`config.mk`:
```
export PLATFORM = sky130hd
export DESIGN_NAME = cvf_ram
export DESIGN_NICKNAME = d
export VERILOG_FILES = /design/src/hw/rtl/cvf_ram.sv
export SDC_FILE = /design/constraint.sdc
export NUM_CORES = 2
export LEC_CHECK = 0
export ABC_CLOCK_PERIOD_IN_PS = 4500
export BUFFER_PORTS_ARGS = -buffer_cell sky130_fd_sc_hd__buf_2
export CAP_MARGIN = 0
export CORE_MARGIN = 5
export CORE_UTILIZATION = 40
export CTS_CLUSTER_SIZE = 40
export DETAILED_ROUTE_END_ITERATION = 10
export PLACE_DENSITY = 0.64
export SLEW_MARGIN = 20
export SYNTH_ARGS = -nofsm -noshare
export SYNTH_HDL_FRONTEND = slang
export SYNTH_SLANG_ARGS = --single-unit
```
`constraint.sdc`:
```
create_clock -name clk_i -period 4.5 [get_ports clk_i]
set_input_delay 0.225 -clock clk_i [delete_from_list [all_inputs] [get_ports clk_i]]
set_output_delay 0.225 -clock clk_i [all_outputs]
set_load 0.01 [all_outputs]
```
`src/hw/rtl/cvf_ram.sv`:
```
// cvf_ram: generic single-port-write, single-read synchronous RAM with registered read
// no dependencies
`default_nettype none
module cvf_ram #(
  parameter int Width = 32,
  parameter int Depth = 64
) (
  input  wire logic                     clk_i,
  input  wire logic                     we_i,
  input  wire logic [$clog2(Depth)-1:0] waddr_i,
  input  wire logic [Width-1:0]         wdata_i,
  input  wire logic [$clog2(Depth)-1:0] raddr_i,
  output      logic [Width-1:0]         rdata_o
);
  logic [Width-1:0] mem_q [Depth];

  // write port and registered read port
  always_ff @(posedge clk_i) begin
    if (we_i) begin
      mem_q[waddr_i] <= wdata_i;
    end
    rdata_o <= mem_q[raddr_i];
  end
endmodule
`default_nettype wire

```
==> Yosys cells after proc, flatten, opt, wreduce, memory -nomap -nowiden <==
Memories as Yosys holds them, arrays and structs flattened. A register that Yosys moved wholly into a read port is not among the register bits.
Index checks and enable logic that the tools add are counted.
{ "word_totals": {"ff_bits": 0, "output_inout_bits": 32, "ram_bits": 2048, "n_memories": 1} }
{ "classes": {"muxes": 2} }
{ "mem_list": {"columns": ["memory", "depth", "word_bits", "rd", "rd_ports_with_merged_regs", "wr", "line_no", "source"], "rows": [
  ["mem_q", 64, 32, 1, 1, 1, "15", "logic [Width-1:0] mem_q [Depth];"]
]} }
{ "ops": {"columns": ["op", "n"], "rows": [
  ["$mux 1", 2]
]} }

==> Depth between registers and ports, before layout <==
{ "logic_depth": {"depth_word": 2, "mapped_depth": 10, "depth_no_buf": 5} }

==> Worst setup path after synthesis <==
OpenSTA, ideal clock, no wires.
{ "synth_path": {"path_kind": "input-to-reg", "start": "in waddr_i[3]", "end": "mem mem_q[48][0], enable pin", "arrival_time_ps": 2924, "setup_ps": 461, "cell_stages": 4, "setup_slack_ps": 1115, "cell_sequence": "clkbuf_1 > nor2b_1 > nand4b_1 > nor3_1"} }
{ "synth_rtl": {"columns": ["item", "line_no", "source"], "rows": [
  ["start, declared", "10", "input wire logic [$clog2(Depth)-1:0] waddr_i,"],
  ["end, declared", "15", null]
]} }
Straight into the memory's write port.

==> impl_metrics.yaml <==
cts:
  cts_setup_buffers: 0
  cts_max_level: 4
  cts_tree: "built"
  clkSinkCount: 2080
  path_clk_slew_ps: 60
  clk_latency_ps: 830
  cts_buffers: 199
  cts_root_buffer: "clkbuf_16"
  cts_max_path_buffers: 3
logic_synthesis:
  yosysTopAreaCellShare_pct: 78.33
  synth_area_um2: 78520
  synth_area_leaders: "edfxtp_1 (78%), mux4_2 (16%), mux2i_1 (1.2%)"
  ys_types: 34
  synth_cells: 3324
  synth_edf_count: 2048
  ys_seq_area_share_pct: 79.14
  synth_largest_area_cell: "edfxtp_1"
  syn_area_per_cell_um2: 23.62
  ys.flop_type: "edfxtp_1"
  async_flop_share_pct: 0
  syn_nets: 3370
  synth_seq_cells: 2080
  yosys_warnings: 0
routing:
  via_per_inst: 5.720
  first_pass_iters: 7
  drc: 0
  num_vias: 36629
  wl_per_cell_um: 29.33
  ant_nets: 0
  drtIter0Drc: 3978
  drt-total-wl_um: 187800
floorplan:
  rows: 162
  die_w_um: 453.0
  design.core.area_um2: 195200
  fp.dieH_um: 453.0
  dieArea_um2: 205300
  io_pins: 78
  initial_utilization_pct: 40.22
critical_path:
  cp_num_buf_inv: 2
  slowest_stage: "buf_8"
  arrival_ps: 3070
  critical_path.cell_chain: "buf_8, buf_4, mux4_2, mux4_2, o22ai_1, nor2_1"
  cp_max_fo: 77
  slowest_delay_ps: 570
  r2r_setup_slack_ps: 2270
  critPathCaptureType: "flop"
  required_ps: 5150
  cp-start-kind: "primary input"
  cpMostUsedCell: "mux4_2"
  crit_family: "buffers and inverters"
  critPathKind: "primary input to flop"
global_routing:
  grt_overflow: 0
  grt_max_degree: 78
  first_global_vias: 36906
  grt_pass1_wl_um: 271500
  antenna_found_initial: 9
  grt.total_usage_pct: 18.29
finish:
  fillers: 15856
  final_cells: 6404
  drive_gt1_share_pct: 29.65
  layout.cells.most_common: "edfxtp_1"
  syn_to_final_growth_pct: 14.57
  fin_nets: 3660
  final_cell_mix: "edfxtp_1 (2048), mux4_2 (544), clkbuf_16 (200), buf_4 (165), mux2i_1 (93)"
sta:
  drv_slew: 0
  slew_headroom_pct: 25.39
  setup_tns_ps: 0
  clock_skew_ps: 25.67
  rsz0062_at_grt: "no"
  fin_crit_sh_pct: 53.86
  timing_hold_violations_final: 0
  final-setup-viol-count: 0
  min_period_ps: 2424
  tightest_slew_ps: 1119
  fmax_mhz: 412.6
placement:
  place_congestion: 0.7779
  hpwl_um: 110400
  placed_cells: 6011
  io_buffers: 77
power:
  ir_drop_v: 0.0003451
  p_leak_nw: 27.79
  p_per_area_nw_per_um2: 439.4
flow_run:
  max_cap_violations: 0
min_path:
  hp-class: "primary input to flop"
run_status:
  status: "finished, final reports clean"
## per-stage QoR
| step | setup WS [ps] | cell area [um2] | total power, W | hold WS [ps] | util (%) |
|---|---|---|---|---|---|
| final | 2076 | 89960 | 0.03953 | 67.28 | 46.09 |
| after global routing | 2054 | 89950 | 0.04077 | 69.73 | 46.08 |
| after CTS | 2089 | 89630 | 0.03979 | 17.65 | 45.92 |
| after detailed placement | 1190 | 83400 | 0.02392 | 628.3 | 42.73 |
| after global placement | 1160 | 83400 | 0.02389 | 628.0 | 42.73 |
| after floorplan | 1115 | 78520 | 0.02296 | 323.9 | - |
## cell usage after synthesis, types with 12 or more instances
library cell	n
buf_2	57
a21oi_1	62
o22ai_1	84
mux4_2	544
nor2_1	137
o221ai_1	27
clkbuf_1	74
nor2b_1	15
dfxtp_1	32
nand2_1	26
mux2i_1	93
edfxtp_1	2048
buf_4	25
a22oi_1	12
buf_1	21
## registers in the layout, summed over array words and instances (netlist names)
name,count
mem_q,2048
rdata_o,32
## per-layer routing
metal  vias to the layer above  share of wire [%]  track usage (%)
li1                      14860                  -                -
met1                     19906                 42            26.75
met2                      1592                 48            28.62
met3                       265                7.4            2.932
met4                         6                2.8            5.417
met5                         -              0.022                0
## cell type report
type | instances | area, um2 | area share, %
Tap cell | 2624 | 3283 | 3.650
Multi-Input combinational cell | 1062 | 15970 | 17.75
Clock inverter | 100 | 847.1 | 0.9416
Sequential cell | 2080 | 62140 | 69.08
Timing Repair Buffer | 271 | 2336 | 2.597
Clock buffer | 264 | 5375 | 5.975
Antenna cell | 3 | 7.507 | 0.008345
## worst reg2reg max path, cell delays in order (launching register included)
cell	delay, ps
edfxtp_1	370
mux4_2	490
mux4_2	500
o22ai_1	480
nor2_1	230
## worst paths after layout
check | start | end | cells after the start
setup / recovery | raddr_i[1] | rdata_o[21] | 6
hold / removal | wdata_i[14] | mem_q[11][14] | 2
setup reg to reg | mem_q[11][21] | rdata_o[21] | 4
hold reg to reg | mem_q[29][17] | rdata_o[17] | 4
## report_power, final
| group | leakage [nW] | internal [W] | switching (W) |
|---|---|---|---|
| logic | 6.08 | 0.000751 | 0.00119 |
| clock network | 3.02 | 0.00897 | 0.00707 |
| registers | 18.7 | 0.0214 | 0.000103 |
| total | 27.8 | 0.0312 | 0.00836 |
## cells by family (layout without fill, tap and decap cells)
logic type             after synthesis  after routing  share of synthesized area [%]
buffers and inverters              182            635                          1.128
AO/OA/AOI/OAI                      202            202                          1.673
AND/OR/NAND/NOR                    223            223                          1.265
multiplexers                       637            637                          16.79
other                                0              3                              0
flip-flops                        2080           2080                          79.14
## timing repair
action	4_1_cts	5_1_grt
gates resized for setup	0	0
endpoints found under the hold margin	3	1176
hold buffers	1	24
Power figures use the tool's default switching activity.
