--- config.mk ---
export PLATFORM = sky130hd
export DESIGN_NAME = cvf_mul
export DESIGN_NICKNAME = d
export VERILOG_FILES = /design/src/hw/rtl/cvf_pkg.sv /design/src/hw/rtl/cvf_mul.sv
export SDC_FILE = /design/constraint.sdc
export NUM_CORES = 2
export LEC_CHECK = 0
export ABC_AREA = 1
export ABC_CLOCK_PERIOD_IN_PS = 10900
export BUFFER_PORTS_ARGS = -buffer_cell sky130_fd_sc_hd__buf_2
export CORE_MARGIN = 2
export CORE_UTILIZATION = 40
export DETAILED_ROUTE_END_ITERATION = 10
export SYNTH_ARGS = -nofsm -noshare
export SYNTH_HDL_FRONTEND = slang
export SYNTH_SLANG_ARGS = --single-unit
--- constraint.sdc ---
create_clock -name clk_i -period 10.9 [get_ports clk_i]
set_input_delay 0 -clock clk_i [delete_from_list [all_inputs] [get_ports clk_i]]
set_output_delay 0 -clock clk_i [all_outputs]
set_load 0.02 [all_outputs]
--- src/hw/rtl/cvf_pkg.sv ---
// cvf_pkg: shared types, constants and arithmetic helpers of the channel vocoder filter bank
// no dependencies
`default_nettype none
package cvf_pkg;

  localparam int MaxBandCount = 16;
  localparam int SampleWidth  = 16;
  localparam int CoefFracBits = 24;
  localparam int BandBits     = $clog2(MaxBandCount);
  localparam int EntryBits    = BandBits + 2;
  localparam int NumEntries   = MaxBandCount * 4;
  localparam int ValW         = 48;
  localparam int SampleShift  = CoefFracBits - SampleWidth + 1;

  localparam logic signed [ValW-1:0] SatPos = {1'b0, {(ValW-1){1'b1}}};
  localparam logic signed [ValW-1:0] SatNeg = -SatPos;

  // register indexes
  localparam logic [1:0] RegWetGain   = 2'd0;
  localparam logic [1:0] RegMixGain   = 2'd1;
  localparam logic [1:0] RegBandCount = 2'd2;

  // coefficient selects
  localparam logic [1:0] CoefC     = 2'd0;
  localparam logic [1:0] CoefF     = 2'd1;
  localparam logic [1:0] CoefAtt   = 2'd2;
  localparam logic [1:0] CoefDecay = 2'd3;

  typedef struct packed {
    logic                          mode;
    logic signed [SampleWidth-1:0] carrier_sample;
    logic signed [SampleWidth-1:0] formant_sample;
    logic signed [SampleWidth-1:0] dry_sample;
    logic [3:0]                    band_index;
    logic [1:0]                    coef_select;
    logic [31:0]                   coef_value;
  } in_item_t;

  typedef struct packed {
    logic signed [SampleWidth-1:0] mixed_sample;
    logic                          saturated;
  } out_item_t;

  // saturating add of two 48-bit values
  function automatic logic signed [ValW-1:0] sat_add(input logic signed [ValW-1:0] a,
                                                     input logic signed [ValW-1:0] b);
    logic signed [ValW:0] s;
    s = $signed({a[ValW-1], a}) + $signed({b[ValW-1], b});
    if (s > $signed({1'b0, SatPos})) return SatPos;
    if (s < $signed({1'b1, SatNeg})) return SatNeg;
    return s[ValW-1:0];
  endfunction

  function automatic logic signed [ValW-1:0] sat_sub(input logic signed [ValW-1:0] a,
                                                     input logic signed [ValW-1:0] b);
    logic signed [ValW:0] s;
    s = $signed({a[ValW-1], a}) - $signed({b[ValW-1], b});
    if (s > $signed({1'b0, SatPos})) return SatPos;
    if (s < $signed({1'b1, SatNeg})) return SatNeg;
    return s[ValW-1:0];
  endfunction

endpackage
`default_nettype wire

--- src/hw/rtl/cvf_mul.sv ---
// cvf_mul: sign-magnitude 48x48 multiplier with right shift and 48-bit saturation,
// built from 24x24 partial products accumulated in turn; uses cvf_pkg
`default_nettype none
module cvf_mul
  import cvf_pkg::*;
(
  input  wire logic                   clk_i,
  input  wire logic                   rst_ni,
  input  wire logic                   start_i,
  input  wire logic signed [ValW-1:0] a_i,
  input  wire logic signed [ValW-1:0] b_i,
  input  wire logic [4:0]             sh_i,
  output      logic                   done_o,
  output      logic signed [ValW-1:0] p_o
);
  localparam int HalfW = ValW / 2;

  logic [ValW-1:0]   ua_q, ub_q;
  logic              neg_q;
  logic [4:0]        sh_q;
  logic [2*ValW-1:0] acc_q;
  logic [1:0]        step_q;
  logic              busy_q;
  logic [2*HalfW-1:0] pp;
  logic [HalfW-1:0]  opa, opb;
  logic [2*ValW-1:0] acc_d, shifted;
  logic [ValW-1:0]   mag;

  // one partial product per cycle
  always_comb begin
    opa = step_q[0] ? ua_q[ValW-1:HalfW] : ua_q[HalfW-1:0];
    opb = step_q[1] ? ub_q[ValW-1:HalfW] : ub_q[HalfW-1:0];
    pp  = opa * opb;
    acc_d = acc_q + ((2*ValW)'(pp) << (HalfW * (32'(step_q[0]) + 32'(step_q[1]))));
    shifted = acc_q >> sh_q;
    if (shifted > (2*ValW)'(SatPos)) mag = SatPos;
    else mag = shifted[ValW-1:0];
    p_o = neg_q ? -$signed(mag) : $signed(mag);
  end

  always_ff @(posedge clk_i or negedge rst_ni) begin
    if (!rst_ni) begin
      busy_q <= 1'b0;
      done_o <= 1'b0;
      step_q <= '0;
    end else begin
      done_o <= 1'b0;
      if (start_i) begin
        busy_q <= 1'b1;
        step_q <= '0;
      end else if (busy_q) begin
        step_q <= step_q + 2'd1;
        if (step_q == 2'd3) begin
          busy_q <= 1'b0;
          done_o <= 1'b1;
        end
      end
    end
  end

  // operand capture and accumulation
  always_ff @(posedge clk_i) begin
    if (start_i) begin
      ua_q  <= a_i[ValW-1] ? ValW'(-a_i) : ValW'(a_i);
      ub_q  <= b_i[ValW-1] ? ValW'(-b_i) : ValW'(b_i);
      neg_q <= a_i[ValW-1] ^ b_i[ValW-1];
      sh_q  <= sh_i;
      acc_q <= '0;
    end else if (busy_q) begin
      acc_q <= acc_d;
    end
  end
endmodule
`default_nettype wire

; Word level (Yosys, flattened, before mapping)
; Cells that the tools add are included.
[word_totals]
register_bits = 202
input_bits = 104
out_inout_bits = 49
word_cells = 38
[op_classes]
add_sub_neg = 6
n_mul = 2
order_cmp = 1
eq_ne = 1
n_shift = 2
n_mux = 14
n_bitwise = 1
n_reduce_logical = 1
[op_table]
columns = cell, count
row1 = negator 48 bit, 3
row2 = adder 96 bit, 1
row3 = > comparator 96 x 47 -> 1 bit (second input constant), 1
row4 = two-way mux 48 bit, 2
row5 = left shift 48 x 7 -> 96 bit, 1
row6 = >> shifter 96 x 5 -> 96 bit, 1
row7 = two-way mux 47 bit, 2
row8 = multiplier 24 x 24 -> 48 bit, 1
row9 = two-way mux 24 bit, 2
row10 = two-way mux 1 bit, 6
row11 = multiplier 2 x 2 -> 4 bit (first input constant), 1
row12 = two-way mux 2 bit, 2
row13 = adder 1 x 1 -> 2 bit, 1
row14 = adder 2 x 1 -> 2 bit (second input constant), 1
row15 = equality test 2 bit (second input constant), 1
row16 = nonzero test 2 bit, 1
row17 = bitwise XOR 1 bit, 1

; Depth between registers and ports, before layout
[logic_depth]
depth_word = 5
ltp_mapped = 60
depth_no_buf = 57

; Worst setup path before layout
; No wires, ideal clock.
[synth_timing]
kind = reg-to-reg
from = register step_q[0]
to = register acc_q[95]
setup_ns = 0.115
arrival_time_ns = 9.638
required_ns = 10.785
slack_ns = 1.147
path_stages_with_launch = 56
path_buffers = 3
synth_period_minus_slack_ns = 9.753
path_cell_list = dfrtp_1 clkbuf_1 inv_1 clkbuf_1 or2_2 o21ai_1 clkbuf_1 nor2_1 fa_1 fa_1 inv_1 fa_1 inv_1 fa_1 inv_1 fa_1 inv_1 fa_1 (+20 left out) nor2_1 ha_1 nand2_1 nor2_1 inv_1 nor2_1 inv_1 nor2_1 inv_1 nor4_1 nand3_1 nand3_1 nand3_1 o211ai_1 a21oi_1 a21o_1 a21oi_1 nor2_1
[synth_via]
elab_chain_cells = 4
word_cells_on_any_way = 6
classes_between = 2 x add/sub / 2 x mul / 1 x shift / 1 x mux
[synth_lines]
columns = item, line
row1 = "start, declared", cvf_mul.sv:22  ; logic [1:0] step_q;
row2 = "start signal, assigned", cvf_mul.sv:52  ; step_q <= step_q + 2'd1;
row3 = two-way mux 24 bit or adder 1 x 1 -> 2 bit (tied branches), "cvf_mul.sv:31, cvf_mul.sv:34"
row4 = multiplier 24 x 24 -> 48 bit or multiplier 2 x 2 -> 4 bit (tied branches), "cvf_mul.sv:33, cvf_mul.sv:34"
row5 = left shift 48 x 7 -> 96 bit *, cvf_mul.sv:34  ; acc_d = acc_q + ((2*ValW)'(pp) << (HalfW * (32'(step_q[0]) + 32'(step_q[1]))));
row6 = adder 96 bit *, cvf_mul.sv:34
row7 = "end signal, assigned", cvf_mul.sv:68  ; acc_q <= '0;
row8 = "end signal, assigned", cvf_mul.sv:70  ; acc_q <= acc_d;
row9 = "end, declared", cvf_mul.sv:21  ; logic [2*ValW-1:0] acc_q;
; Mark *: on every way between the ends. The rest lies on a longest branch, timed or not.
; A chain may end at the register's enable or synchronous reset.

; Worst setup path after layout
[layout_timing]
from = register step_q[0]
to = register acc_q[84]
; Same word-level chain as after synthesis.

==> run_results.csv <==
group,metric,value,unit
status,status,"finished clean",
critical_path,worstPathArrival,11.09,ns
placed_design,dp.cells,8456,
clock_network,cts.path.max_buffers,3,
final_layout,fin_nets,8006,
critical_path,cp-end-kind,"flop",
placed_design,placed_cell_area,48460,sq um
sta,timing.slew.headroom,0.2270,
critical_path,cp_slowest_cell,"fa_1",
route,drt_iter0_markers,5339,
critical_path,crit_required,11.39,ns
clock_network,root_buffer,"clkbuf_16",
hold_path,min_to,"neg_q$_DFFE_PP_",
yosys,syn-num-nets,7687,
global_route,grt_pass1_wl,267.6,mm
route,via_per_inst,5.435,
final_layout,synthToLayoutAreaGrowth,15.06,%
global_route,grt_overflow,0,
critical_path,cp_common_cell,"buf_4",
global_route,antenna_found_initial,5,
route,drtPass1Iterations,7,
yosys,ys_types,61,
critical_path,worstRegToRegCells,49,
yosys,synthArstFlopShare,0.01980,
sta,tightest_slew,1.150,ns
yosys,synth.area.mux_share,0.009849,
final_layout,design_area,51450,sq um
global_route,grt_use_total,0.2996,
final_layout,drive_gt1_frac,0.09865,
critical_path,crit-reg2reg-launch,"step_q[0]$_DFFE_PN0P_",
floorplanning,start_util,0.4035,
job,max_cap_violations,0,
clock_network,htreeDepth,1,
yosys,yosysWarnings,0,
floorplanning,row_count,122,
hold_path,min_from,"a_i[47]",
sta,setup_viol,0,
placed_design,port_buffers,152,
floorplanning,die_w,338.4,um
critical_path,max_stage_delay,0.60,ns
final_layout,nFillCells,11666,
hold_path,hold_class,"in2reg",
final_layout,final_cell_mix,"nand2_1, inv_1, nor2_1",
clock_network,cts_buffers,29,
critical_path,r2r_setup_slack,0.31,ns
route,wire_per_inst,20.21,um
critical_path,crit_fanout,13,
yosys,synth_compound_area_frac,0.1243,
route,vias,47059,
yosys,synthXorXnorAreaFrac,0.04328,
floorplanning,io-pin-count,153,
placed_design,dp_hpwl,145.1,mm
sta,max_freq,94.39,MHz
yosys,syn_area,44720,sq um
floorplanning,die_area,114500,sq um
yosys,ys.flop_type,"edfxtp_1",
critical_path,startpoint_type,"flop",
sta,hold_viol_final,0,
yosys,ys_ff_latch,202,
clock_network,cts_sinks,202,
placed_design,gp_congestion,1.091,
sta,setup_tns,0,ns
floorplanning,coreArea,110800,sq um
yosys,synth_top_family_by_area,"adder cells",
clock_network,clk-insertion-delay-late,0.62,ns
floorplanning,die_h,338.4,um
route,drt-total-wl,175.0,mm
critical_path,crit_type,"reg2reg",
sta,fin_skew,0.02737,ns
critical_path,regToRegEndpoint,"acc_q[84]$_SDFFE_PP0P_",
yosys,synthSimpleGateAreaFrac,0.2826,
route,drc,0,
yosys,postSynthCellCount,6825,
route,antenna_left,0,
hold_path,hold_depth,2,
yosys,synth_edf_count,102,
final_layout,final_common_cell,"nand2_1",
global_route,grt_max_degree,96,
sta,fin_crit_sh,0.9719,
yosys,ys_seq_area_frac,0.1137,
final_layout,stdcell_count,8658,
clock_network,cts_tree,"built",
clock_network,clk_pin_slew,0.06,ns
sta,period_minus_slack,10.59,ns
sta,drv_slew,0,
yosys,synth_fa_ha_area_frac,0.2932,
yosys,avgSynthCellArea,6.552,sq um
global_route,grt_pass1_vias,45430,
worst max path at each step:
| stage | startpoint | endpoint | slack (ns) |
|---|---|---|---|
| after floorplan | step_q[0]$_DFFE_PN0P_ | acc_q[95]$_SDFFE_PP0P_ | 1.15 |
| after global placement | step_q[1]$_DFFE_PN0P_ | acc_q[91]$_SDFFE_PP0P_ | -0.20 |
| after detailed placement | step_q[1]$_DFFE_PN0P_ | acc_q[91]$_SDFFE_PP0P_ | -0.24 |
| after CTS | step_q[0]$_DFFE_PN0P_ | acc_q[87]$_SDFFE_PP0P_ | 0.0007 |
| after global routing | step_q[0]$_DFFE_PN0P_ | acc_q[84]$_SDFFE_PP0P_ | -0.08 |
| final | step_q[0]$_DFFE_PN0P_ | acc_q[84]$_SDFFE_PP0P_ | 0.31 |
kinds of logic (layout without fill, tap and decap cells):
kind of cell,after synthesis,after routing
flip-flops,202,202
buffers and inverters,1545,1887
adder cells (fa/ha/maj),758,758
AND/OR/NAND/NOR,3044,3044
XOR/XNOR,221,221
AO/OA/AOI/OAI,1011,1011
multiplexers,44,44
other,0,3
cell usage after synthesis, types with 41 or more instances:
cell type  number  area share
a31oi_1        74       0.010
nor2_1        785       0.066
o21ai_0       482       0.054
clkbuf_1      183       0.015
a21oi_1       273       0.031
mux2i_1        44      0.0098
nor3_1         45      0.0050
nand3_1       525       0.059
buf_2          41      0.0046
fa_1          483        0.22
or2_2          64      0.0090
nand2_1      1510        0.13
dfxtp_1        96       0.043
edfxtp_1      102       0.068
xor2_1        138       0.027
inv_1        1249        0.10
xnor2_1        83       0.016
ha_1          275       0.077
cell type report:
| type | count | area [sq um] | share of cell area |
|---|---|---|---|
| well taps | 1488 | 1862 | 0.03619 |
| diodes | 3 | 7.507 | 0.0001459 |
| clock buffers | 36 | 772.0 | 0.01500 |
| clock inverters | 18 | 166.4 | 0.003234 |
| inverters | 1267 | 4793 | 0.09316 |
| multi-input cells | 5078 | 34250 | 0.6658 |
| repair buffers | 566 | 4512 | 0.08769 |
| flip-flops and latches | 202 | 5085 | 0.09883 |
timing repair:
action / CTS / global route
hold buffers: 124 / 0
pin swaps: 2 / 20
buffers inserted: 0 / 21
hold endpoints to repair: 173 / 0
setup endpoints to repair: 7 / 60
gates resized for setup: 9 / 180
registers in the layout, summed over array words and instances (netlist names):
signal	count
acc_q	96
ua_q	48
ub_q	48
sh_q	5
step_q	2
busy_q	1
done_o	1
neg_q	1
critical path: cells and delay by family (launching register included):
kind	cells	cell delay (ns)
buf+inv	15	2.26
simple gates	14	1.98
compound gates	9	1.64
flops	1	0.40
xor+xnor	2	0.30
fa+ha+maj	9	3.88
through the flow:
step	util	worst slack, ns	hold WS (ns)
floorplan	-	1.147	-0.2956
global placement	0.4373	-0.1960	-0.1247
detailed placement	0.4373	-0.2371	-0.1257
CTS	0.4571	0.0006652	0.01698
global route	0.4642	-0.07528	0.05936
finish	0.4643	0.3060	0.04896
layer usage:
layer  global-route usage  wire length, um  vias to the layer above
li1                     -                -                    22104
met1               0.4393            78080                    22435
met2               0.4408            71680                     2214
met3              0.06654            19620                      300
met4              0.07870             5483                        6
met5                    0              107                        -
Power is left out: the tool's default activity adds up to more than one toggle a clock period on the data nets, which glitch-free logic cannot reach.
